File: src/rtl/fbc64_pkg.sv
// Shared constants, types, round function and key selection of the 64-bit Feistel block cipher.
package fbc64_pkg;

   localparam int WORD_W        = 32;
   localparam int BLOCK_W       = 64;
   localparam int NUM_ROUNDS    = 32;
   localparam int CYCLIC_ROUNDS = 24;
   localparam int KEY_WORDS     = 8;
   localparam int KEY_SEL_W     = $clog2(KEY_WORDS);
   localparam int ROT_LEFT      = 11;
   localparam int NIBBLES       = WORD_W / 4;
   localparam int CSR_INDEX_W   = 8;

   typedef logic [WORD_W-1:0] word_type;

   // One pipeline slot: valid bit plus the two halves in flight.
   typedef struct packed {
      logic     valid;
      word_type left;
      word_type right;
   } stage_type;

   localparam logic [3:0] SBOX [0:7][0:15] = '{
      '{4'd4,  4'd10, 4'd9,  4'd2,  4'd13, 4'd8,  4'd0,  4'd14,
        4'd6,  4'd11, 4'd1,  4'd12, 4'd7,  4'd15, 4'd5,  4'd3},
      '{4'd14, 4'd11, 4'd4,  4'd12, 4'd6,  4'd13, 4'd15, 4'd10,
        4'd2,  4'd3,  4'd8,  4'd1,  4'd0,  4'd7,  4'd5,  4'd9},
      '{4'd5,  4'd8,  4'd1,  4'd13, 4'd10, 4'd3,  4'd4,  4'd2,
        4'd14, 4'd15, 4'd12, 4'd7,  4'd6,  4'd0,  4'd9,  4'd11},
      '{4'd7,  4'd13, 4'd10, 4'd1,  4'd0,  4'd8,  4'd9,  4'd15,
        4'd14, 4'd4,  4'd6,  4'd12, 4'd11, 4'd2,  4'd5,  4'd3},
      '{4'd6,  4'd12, 4'd7,  4'd1,  4'd5,  4'd15, 4'd13, 4'd8,
        4'd4,  4'd10, 4'd9,  4'd14, 4'd0,  4'd3,  4'd11, 4'd2},
      '{4'd4,  4'd11, 4'd10, 4'd0,  4'd7,  4'd2,  4'd1,  4'd13,
        4'd3,  4'd6,  4'd8,  4'd5,  4'd9,  4'd12, 4'd15, 4'd14},
      '{4'd13, 4'd11, 4'd4,  4'd1,  4'd3,  4'd15, 4'd5,  4'd9,
        4'd0,  4'd10, 4'd14, 4'd7,  4'd6,  4'd8,  4'd2,  4'd12},
      '{4'd1,  4'd15, 4'd13, 4'd0,  4'd5,  4'd7,  4'd10, 4'd4,
        4'd9,  4'd2,  4'd3,  4'd14, 4'd6,  4'd11, 4'd8,  4'd12}
   };

   // Add key, substitute each nibble through its own box, rotate left.
   function automatic word_type round_f(input word_type half, input word_type key);
      word_type sum;
      word_type sub;
      sum = half + key;
      for (int n = 0; n < NIBBLES; n++) begin
         sub[4*n +: 4] = SBOX[n][sum[4*n +: 4]];
      end
      return {sub[WORD_W-ROT_LEFT-1:0], sub[WORD_W-1:WORD_W-ROT_LEFT]};
   endfunction

   // Key word for a round: cyclic through the first rounds, reversed afterwards.
   function automatic logic [KEY_SEL_W-1:0] key_sel(input int unsigned rnd);
      logic [KEY_SEL_W-1:0] idx;
      idx = rnd[KEY_SEL_W-1:0];
      return (rnd < CYCLIC_ROUNDS) ? idx : ~idx;
   endfunction

endpackage

File: src/rtl/fbc64_round.sv
// One registered Feistel round stage of the cipher pipeline.
module fbc64_round (
   input  logic                 clock,
   input  logic                 reset,
   input  logic                 enable,
   input  logic                 last_round,
   input  fbc64_pkg::word_type  key,
   input  fbc64_pkg::stage_type up_stage,
   output fbc64_pkg::stage_type dn_stage
);
   import fbc64_pkg::*;

   stage_type stage_ff;
   stage_type stage_in;
   word_type  mixed;

   always_comb begin
      mixed          = up_stage.left ^ round_f(up_stage.right, key);
      stage_in.valid = up_stage.valid;
      if (last_round) begin
         // final round keeps the halves in place
         stage_in.left  = mixed;
         stage_in.right = up_stage.right;
      end else begin
         stage_in.left  = up_stage.right;
         stage_in.right = mixed;
      end
   end

   always_ff @(posedge clock) begin
      if (reset) begin
         stage_ff.valid <= 1'b0;
      end else if (enable) begin
         stage_ff <= stage_in;
      end
   end

   assign dn_stage = stage_ff;

endmodule

File: config.mk
export PLATFORM = sky130hd
export DESIGN_NAME = fbc64_round
export DESIGN_NICKNAME = d
export VERILOG_FILES = /design/src/rtl/fbc64_pkg.sv /design/src/rtl/fbc64_round.sv
export SDC_FILE = /design/constraint.sdc
export NUM_CORES = 1
export LEC_CHECK = 0
export BUFFER_PORTS_ARGS = -buffer_cell sky130_fd_sc_hd__buf_2
export CAP_MARGIN = 5
export CORE_MARGIN = 2
export CORE_UTILIZATION = 50
export DETAILED_ROUTE_END_ITERATION = 8
export PLACE_DENSITY = 0.76
export SYNTH_ARGS = -nofsm -noshare
export SYNTH_HDL_FRONTEND = slang
export SYNTH_SLANG_ARGS = --single-unit
File: constraint.sdc
create_clock -name clock -period 3.9 [get_ports clock]
set_input_delay 0.195 -clock clock [delete_from_list [all_inputs] [get_ports clock]]
set_output_delay 0.195 -clock clock [all_outputs]
set_load 0.1 [all_outputs]
* Yosys cells after proc, flatten, opt, wreduce, memory -nomap -nowiden
Memories as Yosys holds them, arrays and structs flattened.
Cells that the tools add are included.
** Word-level totals
- Memories :: 8
- Input bits :: 101
- Bits in read-only memories :: 512
- Output and inout port bits :: 65
- Word-level logic and storage cells :: 48
- Register bits after elaboration :: 65
** Memories
- (name not given) :: words 16, bits a word 4, rd ports 1, clocked after Yosys merged registers in 0, wr ports 0, RTL line fbc64_pkg.sv:48 : sub[4*n +: 4] = SBOX[n][sum[4*n +: 4]];
- (name not given) :: words 16, bits a word 4, rd ports 1, clocked after Yosys merged registers in 0, wr ports 0, RTL line fbc64_pkg.sv:48
- (name not given) :: words 16, bits a word 4, rd ports 1, clocked after Yosys merged registers in 0, wr ports 0, RTL line fbc64_pkg.sv:48
- (name not given) :: words 16, bits a word 4, rd ports 1, clocked after Yosys merged registers in 0, wr ports 0, RTL line fbc64_pkg.sv:48
- (name not given) :: words 16, bits a word 4, rd ports 1, clocked after Yosys merged registers in 0, wr ports 0, RTL line fbc64_pkg.sv:48
- (name not given) :: words 16, bits a word 4, rd ports 1, clocked after Yosys merged registers in 0, wr ports 0, RTL line fbc64_pkg.sv:48
- 2 more memories
** Operators by class
- Reductions and logical operators :: 1
- Order comparisons :: 8
- Mux-type cells :: 17
- Bitwise operators :: 10
- Add/sub/neg operators :: 1
** Operators with widths (number)
- 4-bit 2-to-1 mux :: 16
- 64-bit 2-to-1 mux :: 1
- 5-bit >= comparator (second input constant) :: 8
- 4-bit NOT with 5-bit output :: 8
- 32-bit adder :: 1
- 32-bit bitwise XOR :: 1
- 2-bit AND reduction :: 1
- 1-bit NOT :: 1

* Logic depth before layout (Yosys ltp)
Gate-level depths: netlist (run 1).
- Depth in word-level cells :: 7
- Gate-level depth with buffers :: 17
- Depth with buffers taken out :: 17

* Worst setup path before layout (run 1)
Ideal clock, no wire load.
- Path type :: input to register
- Start :: in reset
- End :: reg stage_ff (netlist bit dn_stage[0]) (enable)
- Setup slack :: 0.348 ns
- Arrival :: 3.057 ns
- Data required time :: 3.405 ns
- Library setup time :: 0.495 ns
- Cell stages on the path :: 1
- Buffers on the path :: 0
- Cells stage by stage :: nor2b_1
** Between the ends
- Word-level cells in the longest chain between the ends :: 2
** Ends and longest elaborated chain
- start, declared :: RTL line fbc64_round.sv:4 : input logic reset,
- 1-bit NOT (no source line)
- 2-bit AND reduction (no source line)
- end signal, assigned :: RTL line fbc64_round.sv:34 : stage_ff <= stage_in;
- end, declared :: RTL line fbc64_round.sv:13 : stage_type stage_ff;
Every way passes these cells.
A chain may end at the register's enable or synchronous reset.

==> impl_metrics.env, run 1 <==
export IMPL_grt_max_degree=64
export IMPL_synthCells=679
export IMPL_combPwrFrac_pct=56.7
export IMPL_largest_reg_flops=65
export IMPL_finalCritPeriodShare_pct=91.0
export IMPL_crit_fanout=6
export IMPL_p_leak_uw=0.00355
export IMPL_synth_nets=854
export IMPL_pwr_share_seq_pct=24.1
export IMPL_die_w_um=118
export IMPL_crit_path_start_kind="input port"
export IMPL_cp_end_kind="flip-flop"
export IMPL_cts_root_buf="clkbuf_16"
export IMPL_startpoint="up_stage[20]"
export IMPL_cts_tree="yes"
export IMPL_route_detailed_drc=0
export IMPL_layout_drive_gt1_share_pct=31.1
export IMPL_syn_to_final_growth_pct=22.0
export IMPL_worstHoldStart="reset"
export IMPL_start_util_pct=51.2
export IMPL_worst_path_most_repeated_cell="ha_1"
export IMPL_cp_required_ns=3.99
export IMPL_antenna_left=0
export IMPL_clkSinkCount=65
export IMPL_cts_buffer_depth=2
export IMPL_grt_pass1_wl_um=27000
export IMPL_status="completed"
export IMPL_fmax_mhz=282
export IMPL_clockPowerShare_pct=19.3
export IMPL_via_count=5683
export IMPL_hold_end="dn_stage[64]"
export IMPL_cts_hold_buf=0
export IMPL_worstPathCellList="buf_2 -> ha_1 -> a21oi_1 -> o21ai_1 -> or2_1 -> a211o_1 -> o21a_1 -> o211ai_2 -> inv_1 -> ha_1 -> mux4_2 -> xnor2_2 -> mux2_2"
export IMPL_critPathTopFamily="compound AO/OA/AOI/OAI gates"
export IMPL_avgSynthCellArea_sq_um=9.52
export IMPL_core_sq_um=12600
export IMPL_ff2ff_setup_slack_ns=3.30
export IMPL_placed_cells=1019
export IMPL_worstReg2RegStart="dn_stage[64]"
export IMPL_yosysUniqueCellTypes=67
export IMPL_viasPerCell=5.49
export IMPL_antenna_found_initial=1
export IMPL_wl_per_cell_um=16.3
export IMPL_ir_drop_mv=0.237
export IMPL_async_flop_share_pct=0
export IMPL_slew_viol_final=0
export IMPL_whs_ns=0.0723
export IMPL_power_density_nw_per_um2=485
export IMPL_p_int_uw=2060
export IMPL_ys_flop_type="edfxtp_1"
export IMPL_skew_ns=0
export IMPL_ys_ff_latch=65
export IMPL_worst_slew_pin_slew_ns=1.05
export IMPL_gp_congestion=0.940
export IMPL_rsz0062_at_grt="no"
export IMPL_grt_pass1_vias=5458
export IMPL_ys_warn_count=0
export IMPL_p_sw_uw=1760
export IMPL_drt_total_wl_um=16900
export IMPL_grt_overflow=0
export IMPL_htreeDepth=3
export IMPL_relSlewSlack_pct=29.9
export IMPL_cts_clk_slew_worst_paths_ns=0.06
export IMPL_hp_class="in2reg"
export IMPL_finalCriticalPeriod_ns=3.55
export IMPL_p_sw_share_pct=46.0
export IMPL_syn_area_sq_um=6460
export IMPL_finalNonFillerCells=1036
export IMPL_ys_seq_area_share_pct=30.1
export IMPL_r2r_end="dn_stage[64]"
export IMPL_final_setup_tns_ns=0
export IMPL_grtUsageTotal_pct=24.5
export IMPL_drt_iter0_markers=482
export IMPL_rows=41
export IMPL_synth_edf_count=64
export IMPL_hpwl_um=13600
export IMPL_fin_util_pct=62.5
export IMPL_cts_resized=0
export IMPL_fin_nets=1033
export IMPL_portBuffers=165
export IMPL_clock_latency_ns=0.34
export IMPL_drv_cap=0
export IMPL_die_area_sq_um=13800
export IMPL_cts_setup_buffers=0
export IMPL_crit_type="in2reg"
export IMPL_crit_path_top_delay_cell="mux4_2"
export IMPL_slowest_delay_ns=0.51
export IMPL_hold_depth=2
export IMPL_finalSetupViolCount=0
export IMPL_r2r_cells=2
export IMPL_die_y_um=118
export IMPL_cts_buffers=9
export IMPL_arrival_ns=3.64
export IMPL_first_pass_iters=5
export IMPL_critPathBufInv=2
export IMPL_finalHoldViolations=0
export IMPL_io_pins=166
## power by group through the flow
stage	Combinational (uW)	Clock [uW]	Sequential (uW)
finish	2170	737	921
global route	2340	782	930
CTS	2170	747	922
detailed placement	2160	0	936
global placement	2130	0	934
floorplan	1110	0	1530
## layout make-up
type | instances | area (sq um)
Multi-Input combinational cell | 549 | 4280
Clock inverter | 6 | 35.0
Clock buffer | 10 | 229
Antenna cell | 1 | 2.50
Inverter | 42 | 158
Tap cell | 172 | 215
Sequential cell | 65 | 1940
Fill cell | 1122 | 4740
Timing Repair Buffer | 191 | 1020
## cell usage in the layout (no fill, tap or decap), types with 14 or more instances in the layout
| cell type | Yosys | routed |
|---|---|---|
| ha_1 | 73 | 73 |
| o21ai_0 | 21 | 21 |
| nand3_1 | 14 | 14 |
| mux2_2 | 23 | 23 |
| xor2_1 | 21 | 21 |
| edfxtp_1 | 64 | 64 |
| a21o_1 | 14 | 14 |
| xnor2_1 | 35 | 35 |
| inv_1 | 42 | 42 |
| mux2i_1 | 19 | 19 |
| nor2_1 | 66 | 66 |
| buf_4 | 0 | 26 |
| buf_2 | 2 | 165 |
| a21oi_1 | 57 | 57 |
| nand2_1 | 71 | 71 |
## per-layer routing
metal  share of wire [%]  track usage [%]  vias to the layer above
li1                    -                -                     2832
met5                   0                0                        -
met1                  46             33.6                     2624
met3                 6.5             4.22                       18
met4                 2.0             8.21                        0
met2                  46             39.3                      209
## cell usage after synthesis (5+ instances only)
library cell | number | area (sq um)
clkbuf_1 | 19 | 71.3
o21ai_1 | 7 | 35.0
inv_1 | 42 | 158
nand3_1 | 14 | 70.1
a21o_1 | 14 | 105
o21a_1 | 5 | 37.5
nand2_1 | 71 | 267
xnor2_1 | 35 | 307
mux4_2 | 11 | 248
mux2i_1 | 19 | 190
a21oi_1 | 57 | 285
edfxtp_1 | 64 | 1920
o21bai_1 | 6 | 45.0
mux2_2 | 23 | 259
o211ai_2 | 5 | 62.6
ha_1 | 73 | 913
o21ai_0 | 21 | 105
a211oi_2 | 6 | 75.1
xor2_1 | 21 | 184
o31ai_1 | 5 | 37.5
nor3_1 | 11 | 55.1
o211ai_1 | 5 | 37.5
nor2_1 | 66 | 248
## worst max path at each step
stage / endpoint / slack (ns) / cells after the start
finish: dn_stage[41] / 0.35 / 13
global route: dn_stage[41] / 0.15 / 13
CTS: dn_stage[41] / 0.38 / 13
detailed placement: dn_stage[41] / 0.02 / 13
global placement: dn_stage[41] / 0.13 / 13
floorplan: dn_stage[0] / 0.35 / 1
## kinds of logic (layout without fill, tap and decap cells)
kind of cell	Yosys count	after routing	share of synthesized area, %
AND/OR/NAND/NOR	196	196	13.8
AO/OA/AOI/OAI	165	165	18.1
adder cells (fa/ha/maj)	74	74	14.4
flip-flops	65	65	30.1
buffers and inverters	65	249	3.81
XOR/XNOR	61	61	9.02
multiplexers	53	53	10.8
other	0	1	0
## worst register-to-register path: stages, from the launching register on
cell     delay, ns
dfxtp_1       0.30
mux2i_1       0.14
nor2_1        0.05
## through the flow
| step | instance area [sq um] | total power (uW) | setup WS, ns |
|---|---|---|---|
| floorplan | 6460 | 2650 | 0.348 |
| global placement | 7620 | 3060 | 0.128 |
| detailed placement | 7620 | 3100 | 0.0180 |
| CTS | 7880 | 3840 | 0.375 |
| global route | 7880 | 4060 | 0.155 |
| finish | 7880 | 3830 | 0.349 |
Note: power is estimated with default switching activity, not from simulation.
==> run 2: changes to the inputs <==
--- a/config.mk
+++ b/config.mk
@@ -5,12 +5,13 @@
 export SDC_FILE = /design/constraint.sdc
 export NUM_CORES = 1
 export LEC_CHECK = 0
+export ABC_AREA = 1
 export BUFFER_PORTS_ARGS = -buffer_cell sky130_fd_sc_hd__buf_2
 export CAP_MARGIN = 5
 export CORE_MARGIN = 2
 export CORE_UTILIZATION = 50
 export DETAILED_ROUTE_END_ITERATION = 8
-export PLACE_DENSITY = 0.76
+export PLACE_DENSITY = 0.75
 export SYNTH_ARGS = -nofsm -noshare
 export SYNTH_HDL_FRONTEND = slang
 export SYNTH_SLANG_ARGS = --single-unit
==> run 2 against run 1 <==
Effect of this change:
- setup slack improved by 0.65 ns
- routed wire length increased by 23%
- flip-flop and latch count unchanged
- non-clock buffer count decreased by 24
- first-iteration DRC count increased by 36%
- largest cell class unchanged
- largest power group unchanged
- highest routed layer unchanged
==> impl_metrics.env, run 2 <==
export IMPL_ys_ff_latch=65
export IMPL_htreeDepth=3
export IMPL_cts_root_buf="clkbuf_16"
export IMPL_syn_to_final_growth_pct=18.3
export IMPL_cts_clk_slew_worst_paths_ns=0.05
export IMPL_synth_nets=1256
export IMPL_crit_type="in2reg"
export IMPL_fin_nets=1420
export IMPL_diodes=0
export IMPL_yosysMostFrequentCell="nand2_1"
export IMPL_slew_viol_final=0
export IMPL_grt_pass1_vias=6567
export IMPL_antenna_left=0
export IMPL_antenna_found_initial=0
export IMPL_fillers=1337
export IMPL_drt_total_wl_um=20700
export IMPL_first_pass_iters=8
export IMPL_rows=43
export IMPL_start_util_pct=51.2
export IMPL_crit_fanout=5
export IMPL_drt_iter0_markers=654
export IMPL_finalSetupViolCount=0
export IMPL_skew_ns=0
export IMPL_synth_top_area_share_pct=27.0
export IMPL_async_flop_share_pct=0
export IMPL_cts_tree="yes"
export IMPL_hpwl_um=17100
export IMPL_postPlaceCellArea_sq_um=8120
export IMPL_viasPerCell=5.15
export IMPL_core_sq_um=13900
export IMPL_cp_required_ns=3.99
export IMPL_relSlewSlack_pct=26.4
export IMPL_portBuffers=165
export IMPL_final_area_sq_um=8410
export IMPL_mostFrequentLayoutCell="nand2_1"
export IMPL_worst_slew_pin_slew_ns=1.10
export IMPL_wl_per_cell_um=14.5
export IMPL_avgSynthCellArea_sq_um=6.58
export IMPL_ys_seq_area_share_pct=27.3
export IMPL_cts_setup_buffers=0
export IMPL_grt_pass1_wl_um=32100
export IMPL_grt_max_degree=66
export IMPL_synth_edf_count=64
export IMPL_grt_overflow=0
export IMPL_io_pins=166
export IMPL_clock_latency_ns=0.34
export IMPL_cts_buffers=9
export IMPL_cts_buffer_depth=2
export IMPL_arrival_ns=2.99
export IMPL_via_count=7363
export IMPL_synth_common_cells="nand2_1 (435), inv_1 (140), nand3_1 (121)"
export IMPL_final_setup_tns_ns=0
export IMPL_cp_end_kind="flip-flop"
export IMPL_route_detailed_drc=0
export IMPL_largest_reg_flops=65
export IMPL_ys_flop_type="edfxtp_1"
export IMPL_drv_cap=0
export IMPL_cts_resized=0
export IMPL_yosys_area_top_type="edfxtp_1"
export IMPL_fmax_mhz=345
export IMPL_synthCells=1081
export IMPL_final_cell_mix="nand2_1 (435), buf_2 (165), inv_1 (140), nand3_1 (121), ha_1 (73)"
export IMPL_hp_class="in2reg"
export IMPL_finalCritPeriodShare_pct=74.4
export IMPL_cts_hold_buf=0
export IMPL_ir_drop_mv=0.223
export IMPL_finalHoldViolations=0
export IMPL_die_area_sq_um=15200
export IMPL_finalCriticalPeriod_ns=2.90
export IMPL_crit_path_start_kind="input port"
export IMPL_grtUsageTotal_pct=27.8
export IMPL_syn_area_sq_um=7110
export IMPL_power_density_nw_per_um2=421
export IMPL_die_w_um=123
export IMPL_regArea_sq_um=1940
export IMPL_ff2ff_setup_slack_ns=3.33
export IMPL_p_leak_uw=0.00463
export IMPL_multi_input_area_sq_um=4550
export IMPL_layout_drive_gt1_share_pct=18.8
export IMPL_status="completed"
export IMPL_rsz0062_at_grt="no"
export IMPL_clkSinkCount=65
export IMPL_ys_warn_count=0
export IMPL_yosysUniqueCellTypes=43
export IMPL_die_y_um=123
export IMPL_synth_area_top_cells="edfxtp_1 (27%), nand2_1 (23%), ha_1 (13%)"
export IMPL_gp_congestion=1.02
run 2: path summary, 6_finish.rpt:
check	from	endpoint	depth (start not counted)
max	up_stage[7]	dn_stage[26]	16
min	reset	dn_stage[64]	2
max reg2reg	dn_stage[64]	dn_stage[64]	2
min reg2reg	dn_stage[64]	dn_stage[64]	2
run 2: kinds of logic (layout without fill, tap and decap cells):
group / count (synthesis) / in the layout / synth area share [%]
xor gates and xnor gates: 24 / 24 / 3.59
muxes: 1 / 1 / 0.141
and+or+nand+nor: 661 / 661 / 39.6
AOI/OAI and AO/OA: 93 / 93 / 7.46
buffers and inverters: 163 / 332 / 8.73
DFF: 65 / 65 / 27.3
adders and majority gates: 74 / 74 / 13.1
run 2: final cells by class:
cell class,count,area share (%)
Multi-Input combinational cell,853,54.2
Clock buffer,14,3.26
Clock inverter,2,0.149
Tap cell,180,2.68
Inverter,149,6.65
Sequential cell,65,23.1
Timing Repair Buffer,167,10.0
run 2: through the flow:
stage	worst slack, ns	hold WS, ns	utilization [%]	power [uW]	std cells
after floorplan	0.474	0.264	-	2390	1081
after global placement	0.753	0.402	58.5	2740	1414
after detailed placement	0.677	0.402	58.5	2760	1414
after CTS	1.03	0.0463	60.6	3530	1430
after global routing	0.696	0.0728	60.6	3780	1430
final	1.00	0.0538	60.6	3540	1430
run 2: per-layer routing:
layer / vias to the layer above / wire length, um / global-route usage (%)
met1: 3304 / 9490 / 38.7
met5: - / 0 / 0
met4: 0 / 454 / 8.52
li1: 3796 / - / -
met3: 23 / 1440 / 4.06
met2: 240 / 9340 / 44.6
run 2: worst max-delay path, cell delays in order:
cell      delay [ns]
buf_2           0.14
ha_1            0.36
nand2_1         0.19
inv_1           0.06
nand2_1         0.06
nand2_1         0.07
a21oi_1         0.14
nand2_1         0.17
xnor2_1         0.47
inv_1           0.18
ha_1            0.30
or2_2           0.30
o211ai_2        0.08
nand3_1         0.11
nand3_1         0.09
nand2_1         0.07
run 2: power by group:
group	leakage [uW]	switching (uW)	internal, uW	total [uW]
clock network	0.000139	288	481	769
registers	0.000600	21.6	874	896
logic	0.00389	1380	500	1880
==> run 3: changes to the inputs <==
--- a/config.mk
+++ b/config.mk
@@ -11,7 +11,7 @@
 export CORE_MARGIN = 2
 export CORE_UTILIZATION = 50
 export DETAILED_ROUTE_END_ITERATION = 8
-export PLACE_DENSITY = 0.75
+export PLACE_DENSITY = 0.78
 export SYNTH_ARGS = -nofsm -noshare
 export SYNTH_HDL_FRONTEND = slang
 export SYNTH_SLANG_ARGS = --single-unit
==> constraint.sdc (replaced) <==
create_clock -name clock -period 2.62 [get_ports clock]
set_input_delay 0.131 -clock clock [delete_from_list [all_inputs] [get_ports clock]]
set_output_delay 0.131 -clock clock [all_outputs]
set_load 0.1 [all_outputs]
==> run 3 against run 2 <==
Effect of this change:
- total power up 59%
- hold slack worse by 0.023 ns
- cell area up 11%
- setup slack worse by 0.89 ns
- first-iteration DRC count up 19%
- final cell count up 7.1%
- routed wire length up 5.7%
- critical path depth up 6
- global-route usage up 0.86 points
- highest routed layer unchanged
==> impl_metrics.env, run 3 (synthesis gave the netlist of run 2 again) <==
export IMPL_status="completed"
export IMPL_p_int_uw=3010
export IMPL_gp_congestion=0.984
export IMPL_critPathTopFamily="simple AND/OR/NAND/NOR gates"
export IMPL_worst_path_most_repeated_cell="nand2_1"
export IMPL_final_cell_mix="nand2_1 (427), buf_2 (165), inv_1 (139), nand3_1 (118), buf_4 (102)"
export IMPL_hpwl_um=17500
export IMPL_finalCritPeriodShare_pct=96.0
export IMPL_hp_class="in2reg"
export IMPL_relSlewSlack_pct=55.3
export IMPL_worst_slew_pin_slew_ns=0.670
export IMPL_multi_input_area_sq_um=4700
export IMPL_grtUsageTotal_pct=28.6
export IMPL_crit_type="in2reg"
export IMPL_slowest_delay_ns=0.38
export IMPL_clkSinkCount=65
export IMPL_combPwrFrac_pct=55.2
export IMPL_drt_total_wl_um=21900
export IMPL_pwr_share_seq_pct=23.6
export IMPL_grt_overflow=0
export IMPL_antenna_found_initial=0
export IMPL_first_pass_iters=5
export IMPL_worstPathCellList="buf_2 -> ha_4 -> inv_1 -> fa_1 -> inv_1 -> nand3_1 -> nand2_2 -> nand3_1 -> nand3b_1 -> buf_4 -> buf_4 -> nand2_1 -> nand3_2 -> nand2_1 -> ha_4 -> nand2_2 -> o21ai_0 -> nand2_1 -> nand2_1 -> nand2_1 -> nand3_1 -> nand2_1"
export IMPL_p_leak_uw=0.00513
export IMPL_cts_buffers=9
export IMPL_start_util_pct=51.2
export IMPL_grt_pass1_vias=7062
export IMPL_drv_cap=0
export IMPL_finalCriticalPeriod_ns=2.51
export IMPL_via_count=7974
export IMPL_postPlaceCellArea_sq_um=8860
export IMPL_core_sq_um=13900
export IMPL_die_y_um=123
export IMPL_fillers=1184
export IMPL_mostFrequentLayoutCell="nand2_1"
export IMPL_route_detailed_drc=0
export IMPL_cts_tree="yes"
export IMPL_finalSetupViolCount=0
export IMPL_final_area_sq_um=9340
export IMPL_grt_pass1_wl_um=33600
export IMPL_antenna_left=0
export IMPL_slew_viol_final=0
export IMPL_cp_end_kind="flip-flop"
export IMPL_diodes=0
export IMPL_fin_util_pct=67.3
export IMPL_htreeDepth=3
export IMPL_largest_reg_flops=65
export IMPL_fin_nets=1522
export IMPL_p_sw_share_pct=46.6
export IMPL_critPathBufInv=5
export IMPL_crit_fanout=3
export IMPL_finalHoldViolations=0
export IMPL_die_area_sq_um=15200
export IMPL_cts_buffer_depth=2
export IMPL_skew_ns=0
export IMPL_cts_root_buf="clkbuf_16"
export IMPL_arrival_ns=2.61
export IMPL_ir_drop_mv=0.354
export IMPL_die_w_um=123
export IMPL_p_sw_uw=2630
export IMPL_viasPerCell=5.20
export IMPL_regArea_sq_um=1940
export IMPL_layout_drive_gt1_share_pct=26.7
export IMPL_crit_path_top_delay_cell="fa_1"
export IMPL_portBuffers=165
export IMPL_rows=43
export IMPL_io_pins=166
export IMPL_syn_to_final_growth_pct=31.3
export IMPL_cts_clk_slew_worst_paths_ns=0.05
export IMPL_crit_path_start_kind="input port"
export IMPL_fmax_mhz=398
export IMPL_grt_max_degree=65
export IMPL_clock_latency_ns=0.34
export IMPL_cp_required_ns=2.72
export IMPL_drt_iter0_markers=780
export IMPL_clockPowerShare_pct=21.2
export IMPL_power_density_nw_per_um2=605
export IMPL_wl_per_cell_um=14.3
-- run 3: cell types whose count changed in the layout (fill, tap and decap cells not counted), sizes merged --
cell / before / now
buf: 167 / 268
clkinv: 2 / 5
bufinv: 0 / 1
clkbuf: 14 / 10
dlygate4sd3: 0 / 1
-- run 3: path summary, 6_finish.rpt --
check               start      endpoint  slack [ns]  depth (start not counted)
min reg2reg  dn_stage[64]  dn_stage[64]        0.46                          2
max reg2reg  dn_stage[64]  dn_stage[64]        2.07                          2
max           up_stage[0]  dn_stage[42]        0.11                         22
min          up_stage[64]  dn_stage[64]        0.03                          3
-- run 3: metrics by stage --
step	hold slack (ns)	total power (uW)	setup WS [ns]	instances	TNS, ns
final	0.0308	5650	0.106	1532	0
after global routing	0.0509	6010	-0.0754	1532	-0.200
after CTS	0.0230	5560	0.0623	1528	0
after detailed placement	0.345	4360	-0.296	1511	-5.90
after global placement	0.341	4290	-0.250	1511	-4.15
after floorplan	0.200	3560	-0.0447	1081	-0.0894
-- run 3: metal layers --
layer	share of wire [%]	global-route usage (%)	wire length [um]	vias to the layer above
li1	-	-	-	3989
met1	42	38.6	9210	3594
met2	47	46.6	10200	348
met3	8.3	3.69	1830	43
met4	3.0	11.2	667	0
met5	0	0	0	-
-- run 3: layout make-up --
type	instances	area share, %
Inverter	149	5.99
Multi-Input combinational cell	853	50.3
Tap cell	180	2.41
Timing Repair Buffer	269	17.4
Clock inverter	6	0.630
Clock buffer	10	2.45
Sequential cell	65	20.8
-- run 3: worst min-delay path: stages --
cell and delay, ns:
buf_2 0.10, nand2_1 0.04, a21oi_1 0.05
-- run 3: repair_timing --
action / CTS / global route
setup buffers: 0 / 4
endpoints found under the hold margin: 1 / 0
hold buffers: 1 / 0
setup endpoints to repair: 0 / 27
gates resized for setup: 0 / 29
-- run 3: power by group through the flow --
stage / Sequential (uW) / Clock [uW] / Combinational [uW]
6_report: 1330 / 1200 / 3120
5_1_grt: 1340 / 1240 / 3420
4_1_cts: 1330 / 1210 / 3020
3_5_place_dp: 1350 / 0 / 3000
3_3_place_gp: 1350 / 0 / 2940
2_1_floorplan: 2100 / 0 / 1460
